### src/design/spmq_pkg.sv
// Shared constants, codes, types and a helper function of the strict-priority multilevel queue.
package spmq_pkg;

  localparam int LEVELS      = 8;
  localparam int LEVEL_DEPTH = 16;
  localparam int ID_WIDTH    = 32;

  localparam int LVL_W       = $clog2(LEVELS);
  localparam int PTR_W       = $clog2(LEVEL_DEPTH);
  localparam int CNT_W       = $clog2(LEVEL_DEPTH + 1);
  localparam int OCC_W       = $clog2(LEVELS * LEVEL_DEPTH + 1);
  localparam int STORE_DEPTH = LEVELS * LEVEL_DEPTH;
  localparam int ADDR_W      = LVL_W + PTR_W;

  localparam int CMD_W   = 2;
  localparam int IN_ID_W = 32;
  localparam int PRIO_W  = 8;
  localparam int STAT_W  = 2;
  localparam int HLVL_W  = 3;
  localparam int TOTAL_W = 8;

  localparam logic [CMD_W-1:0] CMD_PUSH = 2'd0;
  localparam logic [CMD_W-1:0] CMD_POP  = 2'd1;
  localparam logic [CMD_W-1:0] CMD_PEEK = 2'd2;

  localparam logic [STAT_W-1:0] ST_OK    = 2'd0;
  localparam logic [STAT_W-1:0] ST_EMPTY = 2'd1;
  localparam logic [STAT_W-1:0] ST_FULL  = 2'd2;

  typedef struct packed {
    logic capture;
    logic exec;
    logic load_rd;
  } ctrl_cmd_t;

  typedef struct packed {
    logic rd_pending;
  } dp_stat_t;

  function automatic logic [PTR_W-1:0] ptr_next(input logic [PTR_W-1:0] ptr);
    logic [PTR_W-1:0] res;
    if (ptr == PTR_W'(LEVEL_DEPTH - 1)) begin
      res = '0;
    end else begin
      res = ptr + PTR_W'(1);
    end
    return res;
  endfunction

endpackage

### src/design/spmq_ctrl.sv
// Controller state machine that sequences capture, execution and result loading.
module spmq_ctrl (
  input  logic                clk,
  input  logic                rst_n,
  input  logic                in_valid,
  output logic                in_stall,
  output logic                out_valid,
  input  logic                out_stall,
  output spmq_pkg::ctrl_cmd_t cmd,
  input  spmq_pkg::dp_stat_t  stat
);

  typedef enum logic [1:0] {
    S_IDLE,
    S_EXEC,
    S_READ
  } state_t;

  state_t state_r, state_nxt;
  logic   out_valid_r, out_valid_nxt;
  logic   out_free;
  logic   load_now;

  assign out_free = !out_valid_r || !out_stall;

  always_comb begin
    cmd         = '0;
    state_nxt   = state_r;
    load_now    = 1'b0;
    unique case (state_r)
      S_IDLE: begin
        if (in_valid) begin
          cmd.capture = 1'b1;
          state_nxt   = S_EXEC;
        end
      end
      S_EXEC: begin
        if (out_free) begin
          cmd.exec = 1'b1;
          if (stat.rd_pending) begin
            state_nxt = S_READ;
          end else begin
            load_now  = 1'b1;
            state_nxt = S_IDLE;
          end
        end
      end
      S_READ: begin
        cmd.load_rd = 1'b1;
        state_nxt   = S_IDLE;
      end
      default: begin
        state_nxt = S_IDLE;
      end
    endcase

    if (load_now || cmd.load_rd) begin
      out_valid_nxt = 1'b1;
    end else if (out_valid_r && !out_stall) begin
      out_valid_nxt = 1'b0;
    end else begin
      out_valid_nxt = out_valid_r;
    end
  end

  always_ff @(posedge clk) begin
    if (!rst_n) begin
      state_r     <= S_IDLE;
      out_valid_r <= 1'b0;
    end else begin
      state_r     <= state_nxt;
      out_valid_r <= out_valid_nxt;
    end
  end

  assign in_stall  = (state_r != S_IDLE);
  assign out_valid = out_valid_r;

endmodule

### config.mk
export PLATFORM = sky130hd
export DESIGN_NAME = spmq_ctrl
export DESIGN_NICKNAME = d
export VERILOG_FILES = /design/src/design/spmq_pkg.sv /design/src/design/spmq_ctrl.sv
export SDC_FILE = /design/constraint.sdc
export NUM_CORES = 1
export LEC_CHECK = 0
export ABC_AREA = 1
export BUFFER_PORTS_ARGS = -buffer_cell sky130_fd_sc_hd__buf_2
export CORE_AREA = 5 5 42 44
export DETAILED_ROUTE_END_ITERATION = 8
export DIE_AREA = 0 0 47 49
export GPL_ROUTABILITY_DRIVEN = 0
export GPL_TIMING_DRIVEN = 0
export SETUP_SLACK_MARGIN = 0.5
export SLEW_MARGIN = 30
export SYNTH_ARGS = -nofsm -noshare
export SYNTH_HDL_FRONTEND = slang
export SYNTH_SLANG_ARGS = --single-unit
### constraint.sdc
create_clock -name clk -period 0.8 [get_ports clk]
set_clock_uncertainty 0.1 [all_clocks]
set_input_delay 0.04 -clock clk [delete_from_list [all_inputs] [get_ports clk]]
set_output_delay 0.04 -clock clk [all_outputs]
set_load 0.005 [all_outputs]
==> flow_summary.json, run 1 <==
{
  "final_antenna_net_count": 0,
  "antenna_cells": 0,
  "cp.buffers_inverters": 2,
  "hp-class": "input port to flip-flop",
  "ys.flop_type": "dfxtp_1",
  "syn_area_per_cell_sq_um": 5.806,
  "clock-root-buffer": "clkbuf_4",
  "finalSetupViolCount": 8,
  "worstSkewPairLatency_ps": 230,
  "wl_microns": 456,
  "cts_sinks": 3,
  "drtIter0Drc": 1,
  "synth_fp_nets": 30,
  "initial_core_util_pct": 10.36,
  "finalCritPeriodShare_pct": 129.4,
  "worstPathCellList": "inv_2 > nand2_4 > nor2_4 > buf_2",
  "async_flop_share_pct": 0,
  "fp-row-count": 14,
  "dr.pass1.iters": 4,
  "yosys.area.top_type": "dfxtp_1",
  "p_leak_nw": 0.1729,
  "postSynthCellCount": 25,
  "grt_first_pass_wirelength_microns": 662,
  "synthTopCellsByCount": "7 x inv_1, 7 x nand2_1, 6 x nor2_1",
  "finalCoreUtilization_pct": 22.32,
  "seqCellArea_sq_um": 68.82,
  "crit_family": "flip-flops",
  "hold_viol_final": 3,
  "synthTopCellsByArea": "dfxtp_1 41%, inv_1 18%, nand2_1 18%, nor2_1 16%, a21oi_1 3.4%",
  "path_max_fanout": 4,
  "slowest_delay_ps": 350,
  "wl_per_cell_microns": 8.000,
  "die_h_microns": 49,
  "syn2layout_area_growth_pct": 115.5,
  "cts_max_level": 1,
  "fillerInstances": 173,
  "timing.slew.headroom_pct": 92.77,
  "vias_per_cell": 3.667,
  "arrival_ps": 900,
  "design.core.area_sq_um": 1401,
  "synth-edff-count": 0,
  "die_w_microns": 47,
  "drv_slew": 0,
  "grt_max_degree": 5,
  "required_ps": 660,
  "cts_made_buffers": 3,
  "period_needed_ps": 1036,
  "antenna_found_initial": 0,
  "setup_ws_ps": -235.5,
  "synth_top_area_share_pct": 41.38,
  "cts_buffer_depth": 2,
  "layout-drive-gt1-share_pct": 73.17,
  "fmax_ghz": 0.9657,
  "grt.total_usage_pct": 4.427,
  "path_class": "flip-flop to output port",
  "powerDensity_nw_per_um2": 1697,
  "drc": 0,
  "yosysWarnings": 0,
  "worstMarginPinSlew_ps": 107.9,
  "place.detailed.hpwl_microns": 307.4,
  "violations": "negative hold slack, negative setup slack",
  "syn-cell-area_sq_um": 145.1,
  "floorplan.die_area_sq_um": 2303,
  "start_kind": "flip-flop",
  "holdWs_ps": -37.73,
  "cap_violations": 0,
  "multi_input_area_sq_um": 97.59,
  "dr_total_vias": 209,
  "cts_tree": "built",
  "ios": 10,
  "irDropWorstVdd_uv": 275.1,
  "crit_slowest_cell": "dfxtp_4",
  "path_clk_slew_ps": 40,
  "grt.overflow.total": 0,
  "end_kind": "output port",
  "layout.nets": 47,
  "synth_seq_area_share_pct": 41.38,
  "io_buffers": 9,
  "ys_types": 6,
  "rsz0062_at_grt": "yes",
  "grt_pass1_vias": 201,
  "status": "finished with violations",
  "ys_ff_latch": 3
}
cells in the final DEF, fill, tap and decap left out:
cell type  synthesis  final
nor2_1             6      3
nand2_2            0      2
clkbuf_4           0      3
dfxtp_4            0      2
nand2_1            7      4
inv_2              0      4
inv_1              7      3
buf_6              0      1
buf_4              0      3
nand2_4            0      1
buf_2              0      8
nor2_2             0      1
nor2_4             0      2
nor3_2             0      1
dfxtp_2            0      1
clkbuf_1           0      1
a21oi_2            0      1
state kept, by name, indices dropped and copies added, names as in the netlist:
| register | count |
|---|---|
| out_valid | 1 |
| state_r | 2 |
through the flow:
stage                     total power [mW]  setup slack [ps]  TNS (ps)  cells  area, sq um
after floorplan                     0.1952             10.61         0     25        147.6
after global placement              0.2246            -37.66    -112.6     50        212.7
after detailed placement            0.2249            -49.18    -122.0     50        212.7
after CTS                           0.5171            -245.7     -1051     55        259.0
after global routing                0.5590            -275.4     -1627     57        312.8
final                               0.5309            -235.5     -1328     57        312.8
tightest hold or removal path, stage by stage:
cell	delay [ps]
buf_2	110
nand2_1	70
nor3_2	40
final cells by class:
cell class,count,area share (%)
Multi-Input combinational cell,15,31.20
Timing Repair Buffer,12,23.60
Sequential cell,3,22.00
Clock buffer,4,8.400
Inverter,7,8.400
Tap cell,16,6.400
kinds of logic after synthesis:
group	Yosys count	share of synthesized area [%]
and+or+nand+nor	14	37.07
AOI/OAI and AO/OA	1	3.445
buffers and inverters	7	18.11
DFF	3	41.38
final timing paths:
check	from	to	slack (ps)	cells after the start
max	state_r[1]$_SDFFE_PN0P_	cmd[1]	-240	4
min	stat	state_r[1]$_SDFFE_PN0P_	-40	3
max reg2reg	state_r[1]$_SDFFE_PN0P_	state_r[1]$_SDFFE_PN0P_	-180	5
min reg2reg	out_valid$_SDFFE_PN0P_	state_r[1]$_SDFFE_PN0P_	440	3
what timing repair did:
item	in CTS	in global routing
pin swaps	4	5
endpoints found under the setup margin	8	8
setup buffers	1	2
hold endpoints to repair	3	3
resized for setup	7	11
routing by layer:
metal / global-route usage [%] / vias to the layer above / routed length (microns)
li1: - / 104 / -
met1: 3.057 / 91 / 138
met2: 7.014 / 10 / 223
met3: 1.107 / 4 / 46
met4: 6.912 / 0 / 47
met5: 0 / - / 0
power breakdown:
part	switching (mW)	internal, mW	total [mW]
sequential	0.00979	0.155	0.165
clock	0.0814	0.187	0.268
combinational	0.0434	0.0542	0.0976
Note: power is estimated with default switching activity, not from simulation.
==> run 2: changes to the inputs <==
--- a/config.mk
+++ b/config.mk
@@ -5,14 +5,14 @@
 export SDC_FILE = /design/constraint.sdc
 export NUM_CORES = 1
 export LEC_CHECK = 0
-export ABC_AREA = 1
+export ABC_AREA = 0
 export BUFFER_PORTS_ARGS = -buffer_cell sky130_fd_sc_hd__buf_2
 export CORE_AREA = 5 5 42 44
 export DETAILED_ROUTE_END_ITERATION = 8
 export DIE_AREA = 0 0 47 49
 export GPL_ROUTABILITY_DRIVEN = 0
 export GPL_TIMING_DRIVEN = 0
-export SETUP_SLACK_MARGIN = 0.5
+export SETUP_SLACK_MARGIN = 0.4
 export SLEW_MARGIN = 30
 export SYNTH_ARGS = -nofsm -noshare
 export SYNTH_HDL_FRONTEND = slang
==> flow_summary.json, run 2 <==
{
  "seqCellArea_sq_um": 66.31,
  "hp-class": "input port to flip-flop",
  "initial_core_util_pct": 10.27,
  "postSynthCellCount": 18,
  "multi_input_area_sq_um": 106.4,
  "final_antenna_net_count": 0,
  "final_common_cell": "buf_2",
  "fillerInstances": 166,
  "reg2reg_depth": 3,
  "drv_slew": 0,
  "powerDensity_nw_per_um2": 1764,
  "holdWs_ps": -41.47,
  "dr.pass1.iters": 1,
  "met1_usage_pct": 4.158,
  "yosysWarnings": 0,
  "synthTopCellsByCount": "3 x dfxtp_1, 3 x nand2b_1, 2 x nor2_1",
  "grt_first_pass_wirelength_microns": 731,
  "dr_total_vias": 178,
  "clock-root-buffer": "clkbuf_4",
  "p_leak_nw": 0.1377,
  "syn-cell-area_sq_um": 143.9,
  "hold_viol_final": 3,
  "postLayoutCellArea_sq_um": 292.8,
  "start_kind": "flip-flop",
  "ys.flop_type": "dfxtp_1",
  "yosys.area.top_type": "dfxtp_1",
  "period_needed_ps": 1129,
  "top_usage_layer": "met2",
  "synth_seq_area_share_pct": 41.74,
  "timing.slew.headroom_pct": 89.31,
  "ys_ff_latch": 3,
  "top_register": "state_r",
  "die_h_microns": 49,
  "cts_max_level": 1,
  "ys_types": 13,
  "muxShareOfSynthArea_pct": 0,
  "power.share.switching_pct": 23.62,
  "worstSkewPairLatency_ps": 230,
  "ios": 10,
  "gr-usage-met2_pct": 7.240,
  "largest_reg_flops": 2,
  "reg2reg_to": "out_valid$_SDFFE_PN0P_",
  "finalCritPeriodShare_pct": 141.1,
  "worstMarginPinSlew_ps": 160.0,
  "r2r_start": "state_r[0]$_SDFFE_PN0P_",
  "arrival_ps": 990,
  "pwr-share-seq_pct": 32.0,
  "fp-row-count": 14,
  "floorplan.die_area_sq_um": 2303,
  "status": "finished with violations",
  "grt.overflow.total": 0,
  "rsz0062_at_grt": "yes",
  "cts_tree": "built",
  "rrSetupSlack_ps": -230,
  "p_switching_uw": 122.0,
  "path_class": "flip-flop to output port",
  "synthSimpleGateAreaFrac_pct": 46.09,
  "finalCoreUtilization_pct": 20.89,
  "synthTopCellsByArea": "dfxtp_1 42%, nand2b_1 13%, o31a_1 6.1%, nor2_1 5.2%, nor3b_1 5.2%",
  "wl_per_cell_microns": 8.878,
  "fmax_ghz": 0.8857,
  "synth_top_area_share_pct": 41.74,
  "antenna_found_initial": 0,
  "cts_sinks": 3,
  "violations": "negative hold slack, negative setup slack",
  "synth-edff-count": 0,
  "async_flop_share_pct": 0,
  "intPower_uw": 394.4,
  "synth_fp_nets": 23,
  "layout.nets": 39,
  "antenna_cells": 0,
  "required_ps": 660,
  "grt_use_met3_pct": 3.321,
  "design.core.area_sq_um": 1401,
  "place_area_sq_um": 221.5,
  "path_clk_slew_ps": 40,
  "worstHoldStart": "stat",
  "min_path_cells": 3,
  "path_max_fanout": 5,
  "grt_max_degree": 6,
  "cts_made_buffers": 3,
  "synthXorXnorAreaFrac_pct": 0,
  "die_w_microns": 47,
  "synth_fa_ha_area_share_pct": 0,
  "syn2layout_area_growth_pct": 103.5,
  "synth_top_family_by_area": "simple AND/OR/NAND/NOR gates",
  "layout_common_cells": "8 x buf_2, 3 x clkbuf_4",
  "p_comb_share_pct": 16.0,
  "grt.total_usage_pct": 5.063,
  "end_kind": "output port",
  "drtIter0Drc": 0,
  "synth_compound_area_share_pct": 9.565,
  "layout-drive-gt1-share_pct": 66.67,
  "io_buffers": 9,
  "min_to": "state_r[1]$_SDFFE_PN0P_",
  "grt_pass1_vias": 198,
  "vias_per_cell": 3.633,
  "cap_violations": 0,
  "finalSetupViolCount": 7,
  "clkPwrFrac_pct": 51.9,
  "irDropWorstVdd_uv": 334.3,
  "syn_area_per_cell_sq_um": 7.994,
  "cts_buffer_depth": 2,
  "setup_ws_ps": -329.0,
  "drc": 0,
  "wl_microns": 435
}
-- run 2: changes by cell type in the layout (fill, tap and decap cells not counted), moves of 2 or more --
| cell | before | now |
|---|---|---|
| nand2_2 | 2 | 0 |
| nand2_1 | 4 | 1 |
| nand2b_1 | 0 | 2 |
| inv_1 | 3 | 1 |
| buf_4 | 3 | 1 |
| inv_2 | 4 | 0 |
| nor2_4 | 2 | 0 |
-- run 2: per-stage QoR --
stage	instances	power, mW	setup WS, ps	TNS [ps]
global placement	43	0.2270	-145.1	-281.6
CTS	49	0.5256	-341.3	-1474
global route	49	0.5494	-369.2	-1696
detailed placement	43	0.2283	-147.6	-310.5
finish	49	0.5164	-329.0	-1401
floorplan	18	0.1967	-119.3	-144.1
-- run 2: metal layers --
| metal | wire, microns | vias to the layer above |
|---|---|---|
| met2 | 211 | 9 |
| met3 | 63 | 2 |
| met1 | 141 | 77 |
| met5 | 0 | - |
| met4 | 17 | 0 |
| li1 | - | 90 |
-- run 2: kinds of logic after synthesis --
group,Yosys count
flops,3
compound gates,2
simple gates,12
buf+inv,1
-- run 2: power groups by stage --
stage	Sequential, mW	Combinational (mW)	Clock [mW]
6_report	0.165	0.0827	0.268
5_1_grt	0.167	0.0921	0.290
4_1_cts	0.164	0.0743	0.287
2_1_floorplan	0.168	0.0283	0
3_3_place_gp	0.169	0.0575	0
3_5_place_dp	0.170	0.0585	0
-- run 2: layout make-up --
| cell class | instances | share of cell area (%) |
|---|---|---|
| flip-flops and latches | 3 | 22.65 |
| well taps | 16 | 6.838 |
| clock buffers | 4 | 8.974 |
| inverters | 1 | 1.282 |
| multi-input cells | 14 | 36.32 |
| repair buffers | 11 | 23.93 |
-- run 2: worst max path at each step --
stage / end / startpoint / slack (ps)
after floorplan: out_valid$_SDFFE_PN0P_ / out_valid$_SDFFE_PN0P_ / -120
after global placement: out_valid$_SDFFE_PN0P_ / state_r[1]$_SDFFE_PN0P_ / -150
after detailed placement: out_valid$_SDFFE_PN0P_ / state_r[1]$_SDFFE_PN0P_ / -150
after CTS: cmd[2] / state_r[1]$_SDFFE_PN0P_ / -340
after global routing: cmd[2] / state_r[1]$_SDFFE_PN0P_ / -370
final: cmd[2] / state_r[0]$_SDFFE_PN0P_ / -330
-- run 2: worst max-delay path, stage by stage (launching register included) --
cell,delay [ps]
dfxtp_4,350
or2_1,210
nor2_1,80
buf_2,110
-- run 2: what timing repair did --
action,4_1_cts,5_1_grt
gates cloned,0,0
pin swaps,3,0
endpoints found under the hold margin,3,3
setup endpoints to repair,8,8
gates resized for setup,4,3
setup buffers,2,0
==> run 3: changes to the inputs <==
--- a/config.mk
+++ b/config.mk
@@ -6,10 +6,10 @@
 export NUM_CORES = 1
 export LEC_CHECK = 0
 export ABC_AREA = 0
-export BUFFER_PORTS_ARGS = -buffer_cell sky130_fd_sc_hd__buf_2
 export CORE_AREA = 5 5 42 44
 export DETAILED_ROUTE_END_ITERATION = 8
 export DIE_AREA = 0 0 47 49
+export DONT_BUFFER_PORTS = 1
 export GPL_ROUTABILITY_DRIVEN = 0
 export GPL_TIMING_DRIVEN = 0
 export SETUP_SLACK_MARGIN = 0.4
==> flow_summary.json, run 3 (synthesized netlist as in run 2, its figures left out) <==
{
  "path_max_fanout": 5,
  "drv_slew": 0,
  "drc": 0,
  "arrival_ps": 910,
  "timing.slew.headroom_pct": 89.52,
  "endpoint": "cmd[2]",
  "status": "finished with violations",
  "dr.pass1.iters": 1,
  "powerDensity_nw_per_um2": 1936,
  "cap_violations": 0,
  "wl_per_cell_microns": 10.78,
  "clock-root-buffer": "clkbuf_4",
  "finalCoreUtilization_pct": 18.39,
  "finalCritPeriodShare_pct": 131.5,
  "period_needed_ps": 1052,
  "rrSetupSlack_ps": -220,
  "layout-drive-gt1-share_pct": 66.67,
  "cts_tree": "built",
  "layout.nets": 30,
  "postLayoutCellArea_sq_um": 257.7,
  "rsz0062_at_grt": "yes",
  "worstPathCellList": "or2_4 > nor2_4",
  "violations": "negative hold slack, negative setup slack",
  "worstMarginPinSlew_ps": 156.9,
  "io_buffers": 0,
  "slowest_delay_ps": 330,
  "die_w_microns": 47,
  "grt.total_usage_pct": 4.501,
  "irDropWorstVdd_uv": 200.0,
  "initial_core_util_pct": 10.27,
  "cts_made_buffers": 3,
  "die_h_microns": 49,
  "reg2reg_to": "out_valid$_SDFFE_PN0P_",
  "setup_ws_ps": -252.0,
  "hold_viol_final": 3,
  "fmax_ghz": 0.9506,
  "syn2layout_area_growth_pct": 79.13,
  "end_kind": "output port",
  "antenna_found_initial": 0,
  "start_kind": "flip-flop",
  "r2r_start": "state_r[0]$_SDFFE_PN0P_",
  "crit_slowest_cell": "dfxtp_2",
  "cts_buffer_depth": 2,
  "drtIter0Drc": 0,
  "ios": 10,
  "holdWs_ps": -174.9,
  "path_clk_slew_ps": 40,
  "antenna_cells": 0,
  "grt_first_pass_wirelength_microns": 600,
  "design.core.area_sq_um": 1401,
  "grt.overflow.total": 0,
  "wl_microns": 431,
  "layoutNonFillerInstCount": 40,
  "dp_slack_ps": -165.0,
  "layout_common_cells": "3 x clkbuf_4, 2 x nand2b_1, 2 x dfxtp_2, 2 x buf_6",
  "p_leak_nw": 0.09834,
  "largest_reg_flops": 2,
  "final_common_cell": "clkbuf_4",
  "final_antenna_net_count": 0,
  "cts_sinks": 3,
  "cts_max_level": 1,
  "place_area_sq_um": 176.4,
  "grt_pass1_vias": 162,
  "dpl.cell_count": 34,
  "finalSetupViolCount": 6,
  "path_class": "flip-flop to output port",
  "fp-row-count": 14,
  "dr_total_vias": 148,
  "required_ps": 660,
  "grt_max_degree": 6,
  "floorplan.die_area_sq_um": 2303,
  "vias_per_cell": 3.700,
  "reg2reg_depth": 3,
  "top_register": "state_r",
  "hp-class": "input port to flip-flop",
  "worstSetupStartpoint": "state_r[1]$_SDFFE_PN0P_",
  "worstSkewPairLatency_ps": 230
}
[run 3: worst min-delay path by stage]
stage / startpoint / end / cells after the start
final: rst_n / out_valid$_SDFFE_PN0P_ / 1
after floorplan: in_valid / cmd[2] / 2
after detailed placement: in_valid / cmd[2] / 2
after global routing: rst_n / out_valid$_SDFFE_PN0P_ / 1
after CTS: rst_n / out_valid$_SDFFE_PN0P_ / 1
after global placement: in_valid / cmd[2] / 2
[run 3: final cells by class]
| cell class | count | area [sq um] |
|---|---|---|
| clock buffer | 4 | 26.28 |
| multi-input combinational | 14 | 118.9 |
| tap | 16 | 20.02 |
| timing repair buffer | 2 | 22.52 |
| sequential | 3 | 66.31 |
| fill | 164 | 1144 |
| inverter | 1 | 3.754 |
[run 3: what timing repair did]
action | 4_1_cts | 5_1_grt
pin swaps | 4 | 2
setup buffers | 2 | 0
endpoints found under the hold margin | 3 | 3
gates resized for setup | 9 | 2
endpoints found under the setup margin | 8 | 8
[run 3: metrics by stage]
step / power, mW / TNS [ps]
floorplan: 0.1967 / -144.1
global placement: 0.2028 / -239.8
detailed placement: 0.2035 / -250.9
CTS: 0.5112 / -1149
global route: 0.5250 / -1248
finish: 0.4989 / -1053
[run 3: critical path: cells and delay by family, from the launching register on]
family | cells | cell delay (ps)
AND/OR/NAND/NOR | 2 | 350
flip-flops | 1 | 330
[run 3: report_power, final]
group          internal [mW]  switching [mW]
registers              0.158         0.00841
logic                 0.0388          0.0269
clock network          0.187          0.0801
total                  0.383           0.115
[run 3: per-layer routing]
metal  vias up  GRT usage, %  routed length (microns)
met3         0         4.428                       72
met2         8         6.109                      230
li1         70             -                        -
met1        70         2.845                      128
met5         -             0                        0
met4         0         5.530                        0
